File: src/hdl/vsi_pkg.sv
// Package for the velocity setpoint interpolator.
// Holds widths, status and opcode codes, and the controller/datapath command types.
package vsi_pkg;
  localparam int QUEUE_DEPTH = 64;
  localparam int VEL_BITS = 16;
  localparam int IDX_BITS = $clog2(QUEUE_DEPTH);
  localparam int CNT_BITS = $clog2(QUEUE_DEPTH + 1);
  localparam int STAMP_BITS = 32;
  localparam int VEL_ALL = 4 * VEL_BITS;

  localparam logic OP_QUERY = 1'b0;
  localparam logic OP_PUSH = 1'b1;

  localparam logic [1:0] ST_OK = 2'd0;
  localparam logic [1:0] ST_FAIL = 2'd1;
  localparam logic [1:0] ST_OVFL = 2'd2;

  typedef struct packed {
    logic                  opcode;
    logic [STAMP_BITS-1:0] now_time;
    logic [STAMP_BITS-1:0] point_stamp;
    logic [VEL_ALL-1:0]    vel;
    logic                  first_of_batch;
    logic                  last_of_batch;
  } req_t;

  typedef struct packed {
    logic [1:0]            status;
    logic [STAMP_BITS-1:0] stamp;
    logic [VEL_ALL-1:0]    vel;
  } res_t;

  // Commands from the controller to the datapath.
  typedef struct packed {
    logic load_req;      // capture the request
    logic batch_open;    // first mark: new batch
    logic hold_cur;      // hold current waypoint
    logic scan_start;    // reset scan index, set key
    logic scan_step;     // advance scan index
    logic key_held;      // scan key is held stamp (else point stamp / now)
    logic trunc;         // truncate queue at scan index
    logic app_held;      // append held waypoint
    logic app_cur;       // append current waypoint
    logic set_emitted;   // batch emitted, held cleared
    logic trim;          // drop stale head entries
    logic rd0;           // read entry at head
    logic rd1;           // read entry at head+1
    logic div_start;     // start the dividers
    logic res_single;    // result: single entry
    logic res_interp;    // result: interpolation
    logic res_fail;      // result: failure
    logic res_push;      // result: push status
  } cmd_t;

  typedef struct packed {
    logic is_push;
    logic first;
    logic last;
    logic emitted;
    logic held_valid;
    logic below_batch;   // point stamp < batch time (after update)
    logic scan_done;     // scan index reached count
    logic scan_hit;      // entry at scan index: stamp >= key
    logic scan_wait;     // read data for the scan index not yet available
    logic full;
    logic cnt_zero;
    logic cnt_one;
    logic span_bad;
    logic div_done;
  } sts_t;
endpackage

File: src/hdl/vsi_ctrl.sv
// Controller state machine of the velocity setpoint interpolator.
// Depends on vsi_pkg; drives cmd_t to vsi_dp and reads sts_t back.
module vsi_ctrl import vsi_pkg::*; (
  input  logic clk,
  input  logic rst_n,
  input  logic in_valid,
  output logic in_ready,
  output logic out_valid,
  input  logic out_ready,
  input  sts_t sts,
  output cmd_t cmd
);
  localparam logic [3:0] S_IDLE = 4'd0, S_DEC = 4'd1, S_SCAN = 4'd2, S_TRUNC = 4'd3,
    S_APH = 4'd4, S_APC = 4'd5, S_QSCAN = 4'd6, S_QTRIM = 4'd7, S_QRD = 4'd8,
    S_QCHK = 4'd9, S_DIV = 4'd10, S_DONE = 4'd11, S_OUT = 4'd12, S_QRD1 = 4'd13,
    S_QWAIT = 4'd14;

  logic [3:0] state_r, state_nxt;
  logic       held_path_r, held_path_nxt;

  assign in_ready = (state_r == S_IDLE);
  assign out_valid = (state_r == S_OUT);

  always_ff @(posedge clk) begin
    if (!rst_n) begin
      state_r <= S_IDLE;
      held_path_r <= 1'b0;
    end else begin
      state_r <= state_nxt;
      held_path_r <= held_path_nxt;
    end
  end

  always_comb begin
    cmd = '0;
    state_nxt = state_r;
    held_path_nxt = held_path_r;
    unique case (state_r)
      S_IDLE: begin
        if (in_valid) begin
          cmd.load_req = 1'b1;
          state_nxt = S_DEC;
        end
      end
      S_DEC: begin
        if (sts.is_push) begin
          if (sts.first) cmd.batch_open = 1'b1;
          // Decision uses the post-batch-open view supplied by the datapath.
          if (sts.emitted && !sts.first) begin
            state_nxt = S_APC;
          end else if (sts.below_batch) begin
            cmd.hold_cur = 1'b1;
            if (sts.last) begin
              cmd.scan_start = 1'b1;
              cmd.key_held = 1'b0;
              held_path_nxt = 1'b1;
              state_nxt = S_SCAN;
            end else begin
              cmd.res_push = 1'b1;
              state_nxt = S_OUT;
            end
          end else begin
            cmd.scan_start = 1'b1;
            cmd.key_held = sts.held_valid && !sts.first;
            held_path_nxt = sts.held_valid && !sts.first;
            state_nxt = S_SCAN;
          end
        end else begin
          cmd.scan_start = 1'b1;
          state_nxt = sts.cnt_zero ? S_DONE : S_QSCAN;
        end
      end
      S_SCAN: begin
        if (sts.scan_done) state_nxt = S_APH;
        else if (!sts.scan_wait) begin
          if (sts.scan_hit) begin
            cmd.trunc = 1'b1;
            state_nxt = S_APH;
          end else cmd.scan_step = 1'b1;
        end
      end
      S_TRUNC: state_nxt = S_APH;
      S_APH: begin
        if (held_path_r) cmd.app_held = 1'b1;
        state_nxt = S_APC;
      end
      S_APC: begin
        // On the held-only path (last below batch time) the held entry was the waypoint.
        if (!(held_path_r && sts.below_batch)) cmd.app_cur = 1'b1;
        cmd.set_emitted = 1'b1;
        cmd.res_push = 1'b1;
        held_path_nxt = 1'b0;
        state_nxt = S_OUT;
      end
      S_QSCAN: begin
        if (sts.scan_done || (!sts.scan_wait && sts.scan_hit)) state_nxt = S_QTRIM;
        else if (!sts.scan_wait) cmd.scan_step = 1'b1;
      end
      S_QTRIM: begin
        cmd.trim = 1'b1;
        state_nxt = S_QRD;
      end
      S_QRD: begin
        cmd.rd0 = 1'b1;
        state_nxt = S_QRD1;
      end
      S_QRD1: begin
        cmd.rd1 = 1'b1;
        state_nxt = S_QWAIT;
      end
      // The second entry lands in the datapath at the end of this cycle.
      S_QWAIT: state_nxt = S_QCHK;
      S_QCHK: begin
        if (sts.cnt_one) begin
          cmd.res_single = 1'b1;
          state_nxt = S_OUT;
        end else if (sts.span_bad) begin
          cmd.res_fail = 1'b1;
          state_nxt = S_OUT;
        end else begin
          cmd.div_start = 1'b1;
          state_nxt = S_DIV;
        end
      end
      S_DIV: begin
        if (sts.div_done) begin
          cmd.res_interp = 1'b1;
          state_nxt = S_OUT;
        end
      end
      S_DONE: begin
        cmd.res_fail = 1'b1;
        state_nxt = S_OUT;
      end
      S_OUT: if (out_ready) state_nxt = S_IDLE;
      default: state_nxt = S_IDLE;
    endcase
  end
endmodule

File: config.mk
export PLATFORM = sky130hd
export DESIGN_NAME = vsi_ctrl
export DESIGN_NICKNAME = d
export VERILOG_FILES = /design/src/hdl/vsi_pkg.sv /design/src/hdl/vsi_ctrl.sv
export SDC_FILE = /design/constraint.sdc
export NUM_CORES = 1
export LEC_CHECK = 0
export BUFFER_PORTS_ARGS = -buffer_cell sky130_fd_sc_hd__clkbuf_2
export CORE_MARGIN = 5
export CORE_UTILIZATION = 40
export DETAILED_ROUTE_END_ITERATION = 10
export PLACE_DENSITY = 0.8
export RECOVER_POWER = 50
export SLEW_MARGIN = 10
export SYNTH_ARGS = -nofsm -noshare
export SYNTH_HDL_FRONTEND = slang
export SYNTH_SLANG_ARGS = --single-unit
export TNS_END_PERCENT = 100
File: constraint.sdc
create_clock -name clk -period 3.8 [get_ports clk]
set_clock_uncertainty 0.05 [all_clocks]
set_input_delay 0 -clock clk [delete_from_list [all_inputs] [get_ports clk]]
set_output_delay 0 -clock clk [all_outputs]
set_load 0.02 [all_outputs]
### Word-level counts from Yosys, hierarchy flattened

Cells that the tools add are included.
Widths: inputs -> output; s select.

* reductions and logical operators: 12
* equality and inequality tests: 23
* mux-type cells: 65

Operator list (number)
* $pmux 4 s14: 1
* $mux 4: 13
* $mux 1: 41
* $eq 4x4->1 const B: 7
* $eq 4x3->1 const B: 4
* $ne 2x2->1 const B: 5
* $ne 3x3->1 const B: 3
* $eq 4x2->1 const B: 2
* $mux 2: 4
* $pmux 1 s2: 4
* $mux 3: 2
* $reduce_and 6->1: 1
* $eq 4x1->1 const B: 1
* $logic_and 1x1->1: 4
* $logic_not 4->1: 1
* $reduce_and 4->1: 1
* $logic_not 1->1: 2
* $ne 2x1->1 const B: 1
* $reduce_bool 2->1: 1
* $reduce_or 2->1: 1
* $logic_or 1x1->1: 1

* logic and storage cells: 102
* output and inout bits: 20
* input bits: 18
* register bits after elaboration: 5

### Logic depth before layout (Yosys ltp)

Gate-level depths: netlist of the first run.

* word-level depth: 6
* gate-level depth with buffers: 7
* gate-level depth less buffers: 6

### Least setup slack after synthesis of the first run

OpenSTA, ideal clock, no wires.

* kind: reg-to-reg
* from: reg state_r[2]
* to: reg state_r[1]
* arrival time: 1.599 ns
* cell stages (with the launch flop): 5
* path slack: 2.090 ns
* period minus slack after synthesis: 1.710 ns
* buffers on the path: 1
* cells stage by stage: dfxtp_1 > buf_6 > nor4b_2 > a21boi_0 > o31a_1

* cells in the longest elaborated chain, start to end: 3
* elaborated cells on any way between the ends: 24
* those cells by class: eq/ne (20); mux (1); reduce/logical (3)

RTL lines
* start, declared: RTL line vsi_ctrl.sv:18 `logic [3:0] state_r, state_nxt;`
* start signal, assigned: RTL line vsi_ctrl.sv:29 `state_r <= state_nxt;`
* $eq 4x4->1, or another cell as far along: RTL line vsi_ctrl.sv:38 `unique case (state_r)`
* $reduce_or 2->1 (no source line), or another cell as far along
* $pmux 4 s14 or $reduce_and 6->1 (tied branches)

Several ways; a longest one is shown, not always the timed one.
A chain may end at the register's enable or synchronous reset.

==> results of run 1 <==
==> routing by layer <==
metal  share of wire, %  wire (um)  vias to the layer above
met5                  0          0                        -
met4                  0          0                        0
met3                7.8        144                        0
met2                 47        863                       33
met1                 45        831                      349
li1                   -          -                      405
==> cells by family after synthesis <==
family | Yosys count
AOI/OAI and AO/OA | 24
buffers and inverters | 11
DFF | 5
muxes | 1
and+or+nand+nor | 51
==> final cells by class <==
| cell class | instances | area [um^2] |
|---|---|---|
| clock buffers | 4 | 26.3 |
| repair buffers | 37 | 176 |
| flip-flops and latches | 5 | 100 |
| well taps | 16 | 20.0 |
| inverters | 6 | 22.5 |
| fillers | 166 | 686 |
| multi-input cells | 76 | 475 |
==> stage by stage <==
step	power, mW	utilization (%)	cell area (um^2)	cells	setup slack (ps)
5_1_grt	0.562	54.5	821	144	1610
6_report	0.522	54.5	821	144	1810
2_1_floorplan	0.390	-	632	92	2090
3_3_place_gp	0.452	53.0	798	139	1980
3_5_place_dp	0.460	53.0	798	139	1970
4_1_cts	0.525	55.4	835	144	1800
==> registers in the layout (all words and copies together) (netlist names) <==
register,flops
state_r,4
held_path_r,1
==> worst max-delay path by stage <==
stage / from / end / slack, ps / depth (start not counted)
3_3_place_gp: state_r[1]$_SDFFE_PN0P_ / state_r[2]$_SDFFE_PN0P_ / 1980 / 5
6_report: state_r[0]$_SDFFE_PN0P_ / cmd[0] / 1810 / 5
3_5_place_dp: state_r[1]$_SDFFE_PN0P_ / state_r[2]$_SDFFE_PN0P_ / 1970 / 5
2_1_floorplan: state_r[2]$_SDFFE_PN0P_ / state_r[1]$_SDFFE_PN0P_ / 2090 / 4
5_1_grt: state_r[0]$_SDFFE_PN0P_ / cmd[0] / 1610 / 5
4_1_cts: state_r[0]$_SDFFE_PN0P_ / cmd[0] / 1800 / 5
==> cell usage after synthesis <==
cell                       number  area share, %
sky130_fd_sc_hd__a211oi_1       1            1.2
sky130_fd_sc_hd__a21boi_0       1            1.2
sky130_fd_sc_hd__a21o_1         2            2.4
sky130_fd_sc_hd__a21oi_1        8            6.3
sky130_fd_sc_hd__a31oi_1        1           0.99
sky130_fd_sc_hd__and2_1         1           0.99
sky130_fd_sc_hd__and3_1         3            3.0
sky130_fd_sc_hd__buf_6          2            3.6
sky130_fd_sc_hd__clkbuf_1       3            1.8
sky130_fd_sc_hd__dfxtp_1        5             16
sky130_fd_sc_hd__inv_1          6            3.6
sky130_fd_sc_hd__mux2i_1        1            1.6
sky130_fd_sc_hd__nand2_1        9            5.3
sky130_fd_sc_hd__nand2b_1       7            6.9
sky130_fd_sc_hd__nand3_1        2            1.6
sky130_fd_sc_hd__nor2_1         9            5.3
sky130_fd_sc_hd__nor2b_1        2            2.0
sky130_fd_sc_hd__nor3_1         8            6.3
sky130_fd_sc_hd__nor4_1         2            2.0
sky130_fd_sc_hd__nor4b_1        1            1.4
sky130_fd_sc_hd__nor4b_2        1            2.4
sky130_fd_sc_hd__o211ai_2       1            2.0
sky130_fd_sc_hd__o21ai_0        2            1.6
sky130_fd_sc_hd__o22a_1         1            1.4
sky130_fd_sc_hd__o22ai_1        3            3.0
sky130_fd_sc_hd__o22ai_2        1            2.0
sky130_fd_sc_hd__o31a_1         1            1.4
sky130_fd_sc_hd__o32ai_1        1            1.4
sky130_fd_sc_hd__o32ai_4        1            4.4
sky130_fd_sc_hd__or2_0          1           0.99
sky130_fd_sc_hd__or2_2          3            3.0
sky130_fd_sc_hd__or2b_1         1            1.2
sky130_fd_sc_hd__or4b_4         1            2.2
==> worst max-delay path: stages, from the launching register on <==
cell and delay (ps):
sky130_fd_sc_hd__dfxtp_1 580, sky130_fd_sc_hd__nor4b_2 450, sky130_fd_sc_hd__nand3_1 190, sky130_fd_sc_hd__or2_0 240, sky130_fd_sc_hd__nand2_1 80, sky130_fd_sc_hd__clkbuf_2 160
==> placed cells by master (no fill, tap or decap), drive strengths merged, types with 3 or more instances in the layout <==
master	count
o22ai	4
inv	6
nand2b	7
clkbuf	40
and3	3
nor3	8
a21oi	8
dfxtp	5
nor2	9
nand2	9
or2	4
==> power by group <==
group	switching [mW]	leakage, nW	internal [mW]
clock	0.0239	0.0150	0.0398
sequential	0.0607	0.0410	0.0721
combinational	0.196	0.310	0.129
total	0.281	0.366	0.241
==> summary.md, run 1 <==
| Metric | Value |
|---|---|
| Run status | complete, no violations |
| Simple logic cell fraction of the synthesized area | 44.6% |
| Count of buffers from port buffering | 36 |
| Number of buffers added for setup after CTS | 0 |
| Post-detailed-route count of antenna-violating nets | 0 |
| Reg2reg end | state_r[2]$_SDFFE_PN0P_ |
| Clock transition at the registers of the reported paths | 50 ps |
| HP Start | sts[13] |
| Ports | 38 |
| Synthesized area divided by synthesized cell count | 6.87 um^2 |
| Number of global-route vias before repair | 723 |
| Max-cap viol count | 0 |
| Clock tree from TritonCTS | built |
| Sort of element at the end of the critical path | output pin |
| Final weighted congestion in routability-driven placement | 0.818 |
| Wire length reported by the detailed router | 1840 um |
| Area share of xor/xnor cells in the synthesized design | 0% |
| Relative area change from synthesis to final layout | 29.9% |
| Register-to-Register Setup Slack | 1930 ps |
| First-pass iteration count of the detailed router | 4 |
| Pwr per Cell Area | 636 nW/um^2 |
| HPWL after detailed placement | 1430 um |
| Peak fanout along the critical path | 14 |
| Number of stages on the worst hold path | 4 |
| Class of the worst hold path | primary input to flop |
| Final Net Count | 147 |
| Number of failing setup endpoints in the final timing report | 0 |
| Number of antenna violations at the first check in global routing | 0 |
| Core region area | 1510 um^2 |
| Sink of the worst hold path | state_r[0]$_SDFFE_PN0P_ |
| Number of diodes added for antenna fixing | 0 |
| Post-synth design cell area | 632 um^2 |
| Vias per inst | 5.47 |
| CP arrival | 1940 ps |
| Aggregate global-route resource usage | 14.2% |
| Launching point of the worst reg2reg path | state_r[1]$_SDFFE_PN0P_ |
| H-tree levels | 1 |
| Library cell used as clock root buffer | sky130_fd_sc_hd__clkbuf_4 |
| Horizontal extent of the die | 49.7 um |
| Final worst path period share | 52.5% |
| Number of core rows | 14 |
| R2R cell count | 5 |
| Aggregate global routing overflow | 0 |
| Post-detailed-route wirelength per cell | 12.8 um |
| Maximum number of pins on one net before global-route repair | 17 |
| Most crowded layer after global routing | met2 |
| Syn nets | 110 |
| Transition time at the pin with the least slew margin | 523 ps |
| Maximum number of buffers from clock root to sink | 2 |
| Syn Inst Count | 92 |
| Yosys reg bits | 5 |
| Global-route wire length before repair | 2910 um |
| Via Count | 787 |
| Final period demand of the worst path | 1990 ps |
| Top achievable clock speed | 0.501 GHz |
| Worst hold margin | 149 ps |
| Synthesized-area fraction occupied by ao, oa, aoi and oai cells | 29.1% |
| Multiplexer area fraction after synthesis | 1.58% |
| Post-CTS resize count | 0 |
| Count of different cell masters after synthesis | 33 |
| Grt met2 use | 23.5% |
| Combinational family with the most area after synthesis | simple AND/OR/NAND/NOR gates |
| Overall die area | 2470 um^2 |
| Fraction of the mapped netlist area in adder cells | 0% |
| Number of buffers created by CTS | 3 |
| Yosys warning total | 0 |
| DRC violation count after routing | 0 |
| Worst-case vdd ir drop | 0.000317 V |
| Unrepaired setup endpoints after global routing | false |
| Worst-case headroom to the max-slew limit | 65.1% |
| Worst endpoint required time | 3750 ps |
| Violation count after the first detailed-routing iteration | 23 |
| Vert. Die Dim | 49.7 um |
| Worst setup SP type | flop |
| Starting density of the core | 41.9% |
| Max Transition Viols Final | 0 |
| Global routing met1 resource utilization | 18.8% |
| Fraction of final layout cells with drive strength greater than 1 | 28.1% |
| Critical path start-end classification | flop to output pin |
| Static Leakage | 0.366 nW |
| Global routing met3 resource utilization | 0.602% |
| Hold-fix buffer count after cts | 1 |
| Clock latency on the worst-skew pair | 240 ps |
| Number of endpoints with negative hold slack in the final report | 0 |
| TNS Setup | 0 ps |
| TritonCTS Sinks | 5 |
| Sequential fraction of the synthesis area | 15.8% |
Power figures use the tool's default switching activity.
==> inputs of run 2 (changes only) <==
- ABC_AREA: default -> 1
- clock period: 3.8 -> 1.7 ns (I/O delays scaled with it)
==> run 2 against run 1 <==
Global-route usage increased by 2.1 points. Clock power up 120%. Register-to-register slack lost 1600 ps. Sequential share of layout area is 1.6 points lower. Area after synthesis grew 18%. Design area up 21%.
==> summary.md, run 2 <==
| Metric | Value |
|---|---|
| Post-route cell area | 992 um^2 (+21%) |
| Pwr per Cell Area | 1290 nW/um^2 (+100%) |
| Class of the worst hold path | primary input to flop |
| Worst-case vdd ir drop | 0.000947 V (+200%) |
| CP arrival | 1510 ps (-430 ps) |
| TritonCTS Sinks | 5 (unchanged) |
| Sort of element at the end of the critical path | output pin |
| Max-cap viol count | 0 (unchanged) |
| Synthesized area divided by synthesized cell count | 5.54 um^2 (-19%) |
| Fraction of final layout cells with drive strength greater than 1 | 36.0% (+7.9 points) |
| Fraction of registers with async set or reset after synthesis | 0% (unchanged) |
| Critical path start-end classification | flop to output pin |
| Aggregate global-route resource usage | 16.4% (+2.1 points) |
| HPWL after detailed placement | 1800 um (+26%) |
| Combinational family with the most area after synthesis | simple AND/OR/NAND/NOR gates |
| Clock transition at the registers of the reported paths | 40 ps (about the same) |
| Final standard cell count with taps included and fillers excluded | 200 (+39%) |
| Count of different cell masters after synthesis | 22 (-33%) |
| Count of buffers from port buffering | 36 (unchanged) |
| Worst setup SP type | flop |
| Simple logic cell fraction of the synthesized area | 59.7% (+15 points) |
| Most area-consuming cells after synthesis | sky130_fd_sc_hd__dfxtp_1 (13%), sky130_fd_sc_hd__inv_1 (13%), sky130_fd_sc_hd__nand2_1 (12%) |
| Final weighted congestion in routability-driven placement | 0.840 (+2.7%) |
| Aggregate global routing overflow | 0 (unchanged) |
| Synth top area share | 13.4% (-2.5 points) |
| Post-detailed-route wirelength per cell | 10.2 um (-21%) |
| DP Area | 952 um^2 (+19%) |
| Overall die area | 2840 um^2 (+15%) |
| Number of failing setup endpoints in the final timing report | 0 (unchanged) |
| Core region area | 1750 um^2 (+16%) |
| Cell count after placement | 195 (+40%) |
| Cell types with the highest counts after synthesis | sky130_fd_sc_hd__inv_1 (25), sky130_fd_sc_hd__nand2_1 (24), sky130_fd_sc_hd__nor2_1 (21) |
| Most instantiated library cell after synthesis | sky130_fd_sc_hd__inv_1 |
| Commonest cells after routing, fill and taps aside | sky130_fd_sc_hd__clkbuf_2 (26), sky130_fd_sc_hd__inv_1 (25), sky130_fd_sc_hd__nand2_1 (24) |
| Library cell used as clock root buffer | sky130_fd_sc_hd__clkbuf_4 |
| Vert. Die Dim | 53.3 um (+7.0%) |
| Commonest register cell after synthesis | sky130_fd_sc_hd__dfxtp_1 |
| Number of endpoints with negative hold slack in the final report | 0 (unchanged) |
| H-tree levels | 1 (unchanged) |
| Area share of xor/xnor cells in the synthesized design | 0% (unchanged) |
| DP Worst Slack | 221 ps (-1750 ps) |
| Unrepaired setup endpoints after global routing | true |
| Syn Inst Count | 135 (+47%) |
| Post-route setup slack | 139 ps (-1670 ps) |
| Final period demand of the worst path | 1560 ps |
| Number of antenna violations at the first check in global routing | 0 (unchanged) |
| Ports | 38 (unchanged) |
| Wire length reported by the detailed router | 2030 um (+10%) |
| Final worst path period share | 91.9% |
| Vias per inst | 4.63 (-15%) |
| Relative area change from synthesis to final layout | 32.6% |
| DRC violation count after routing | 0 (unchanged) |
| Global-route wire length before repair | 3490 um (+20%) |
| Worst endpoint required time | 1650 ps (-2100 ps) |
| Number of buffers added for setup after CTS | 0 (unchanged) |
| Top achievable clock speed | 0.640 GHz |
| Post-synth design cell area | 748 um^2 (+18%) |
| Worst-case headroom to the max-slew limit | 82.4% (+17 points) |
| Max Transition Viols Final | 0 (unchanged) |
| Clock latency on the worst-skew pair | 240 ps (about the same) |
| Leading area contributor after synthesis | sky130_fd_sc_hd__dfxtp_1 |
| Largest registers ranked by flip-flop count | state_r: 4 flops, held_path_r: 1 flops |
| Violation count after the first detailed-routing iteration | 21 (-8.7%) |
| Largest register by flop count | state_r |
| Transition time at the pin with the least slew margin | 261 ps (-262 ps) |
| Sequential fraction of the synthesis area | 13.4% (-2.5 points) |
| Fraction of the mapped netlist area in adder cells | 0% (unchanged) |
| Yosys reg bits | 5 (unchanged) |
| Peak fanout along the critical path | 7 (-7) |
| Final Net Count | 194 (+32%) |
| Maximum number of buffers from clock root to sink | 2 (unchanged) |
| Run status | complete, no violations |
| Synthesized-area fraction occupied by ao, oa, aoi and oai cells | 10.7% (-18 points) |
| Maximum number of pins on one net before global-route repair | 9 (-8) |
| Largest register FFs | 4 (unchanged) |
| Yosys warning total | 0 (unchanged) |
| Starting density of the core | 42.9% (+0.92 points) |
| Number of core rows | 15 (+1) |
| Static Leakage | 0.550 nW (+50%) |
| Number of global-route vias before repair | 854 (+18%) |
| Via Count | 926 (+18%) |
| Number of diodes added for antenna fixing | 0 (unchanged) |
| Post-synth EDFFs | 0 (unchanged) |
| Post-detailed-route count of antenna-violating nets | 0 (unchanged) |
| First-pass iteration count of the detailed router | 4 (unchanged) |
| Multiplexer area fraction after synthesis | 0% (-1.6 points) |
| Horizontal extent of the die | 53.3 um (+7.0%) |
| Syn nets | 153 (+39%) |
| Number of buffers created by CTS | 3 (unchanged) |
| Most common library cell in the layout ignoring fill and taps | sky130_fd_sc_hd__clkbuf_2 |
| Clock tree from TritonCTS | built |
run 2: cell types whose count changed after synthesis, sizes merged, moves of 4 or more:
cell    before  now
nor2         9   27
nand2        9   37
o22ai        4    0
nand3        2   13
or2          4    0
nand2b       7    0
inv          6   28
run 2: path summary, 6_finish.rpt:
path         slack, ps                  endpoint                     start  cells after the start
max                140                   cmd[13]   state_r[3]$_SDFFE_PN0P_                      8
min                150  held_path_r$_SDFFE_PN0P_                    sts[9]                      5
max reg2reg        370   state_r[3]$_SDFFE_PN0P_   state_r[1]$_SDFFE_PN0P_                      7
min reg2reg        420  held_path_r$_SDFFE_PN0P_  held_path_r$_SDFFE_PN0P_                      2
run 2: critical path: stages (launching register included):
cell and delay (ps):
sky130_fd_sc_hd__dfxtp_2 360, sky130_fd_sc_hd__inv_2 120, sky130_fd_sc_hd__nand2_2 80, sky130_fd_sc_hd__nor2_2 140, sky130_fd_sc_hd__nand2_2 70, sky130_fd_sc_hd__nand2_4 80, sky130_fd_sc_hd__inv_2 60, sky130_fd_sc_hd__nor4_2 170
sky130_fd_sc_hd__buf_4 190
run 2: cell families after synthesis:
| group | Yosys count |
|---|---|
| flip-flops | 5 |
| AND/OR/NAND/NOR | 86 |
| AO/OA/AOI/OAI | 13 |
| buffers and inverters | 31 |
run 2: cell type report:
type	count	area (um^2)
Inverter	30	114
Sequential cell	5	105
Tap cell	25	31.3
Timing Repair Buffer	37	183
Fill cell	185	753
Clock buffer	4	26.3
Multi-Input combinational cell	99	533
run 2: routing by layer:
layer | GRT usage [%] | share of wire (%)
met4 | 6.38 | 0
met1 | 20.0 | 42
met3 | 1.69 | 3.0
met5 | 0 | 0
met2 | 28.8 | 55
run 2: per-stage QoR:
step                      total power [mW]  hold WS [ps]  TNS [ps]  utilization (%)
after floorplan                      0.933          36.3         0                -
after global placement                1.12           201         0             54.6
after detailed placement              1.14           205         0             54.6
after CTS                             1.30           138         0             57.2
after global routing                  1.40           181     -1.11             56.8
final                                 1.28           150         0             56.8
run 2: power breakdown:
group / leakage (nW) / internal [mW] / total (mW) / switching, mW
clock network: 0.0150 / 0.0889 / 0.141 / 0.0516
logic: 0.493 / 0.287 / 0.888 / 0.601
registers: 0.0426 / 0.171 / 0.251 / 0.0794
total: 0.550 / 0.547 / 1.28 / 0.732
run 2: repair_timing:
| action | 4_1_cts | 5_1_grt |
|---|---|---|
| hold endpoints to repair | 1 | 0 |
| resized for setup | 3 | 5 |
| hold buffers | 1 | 0 |
| endpoints found under the setup margin | 1 | 3 |
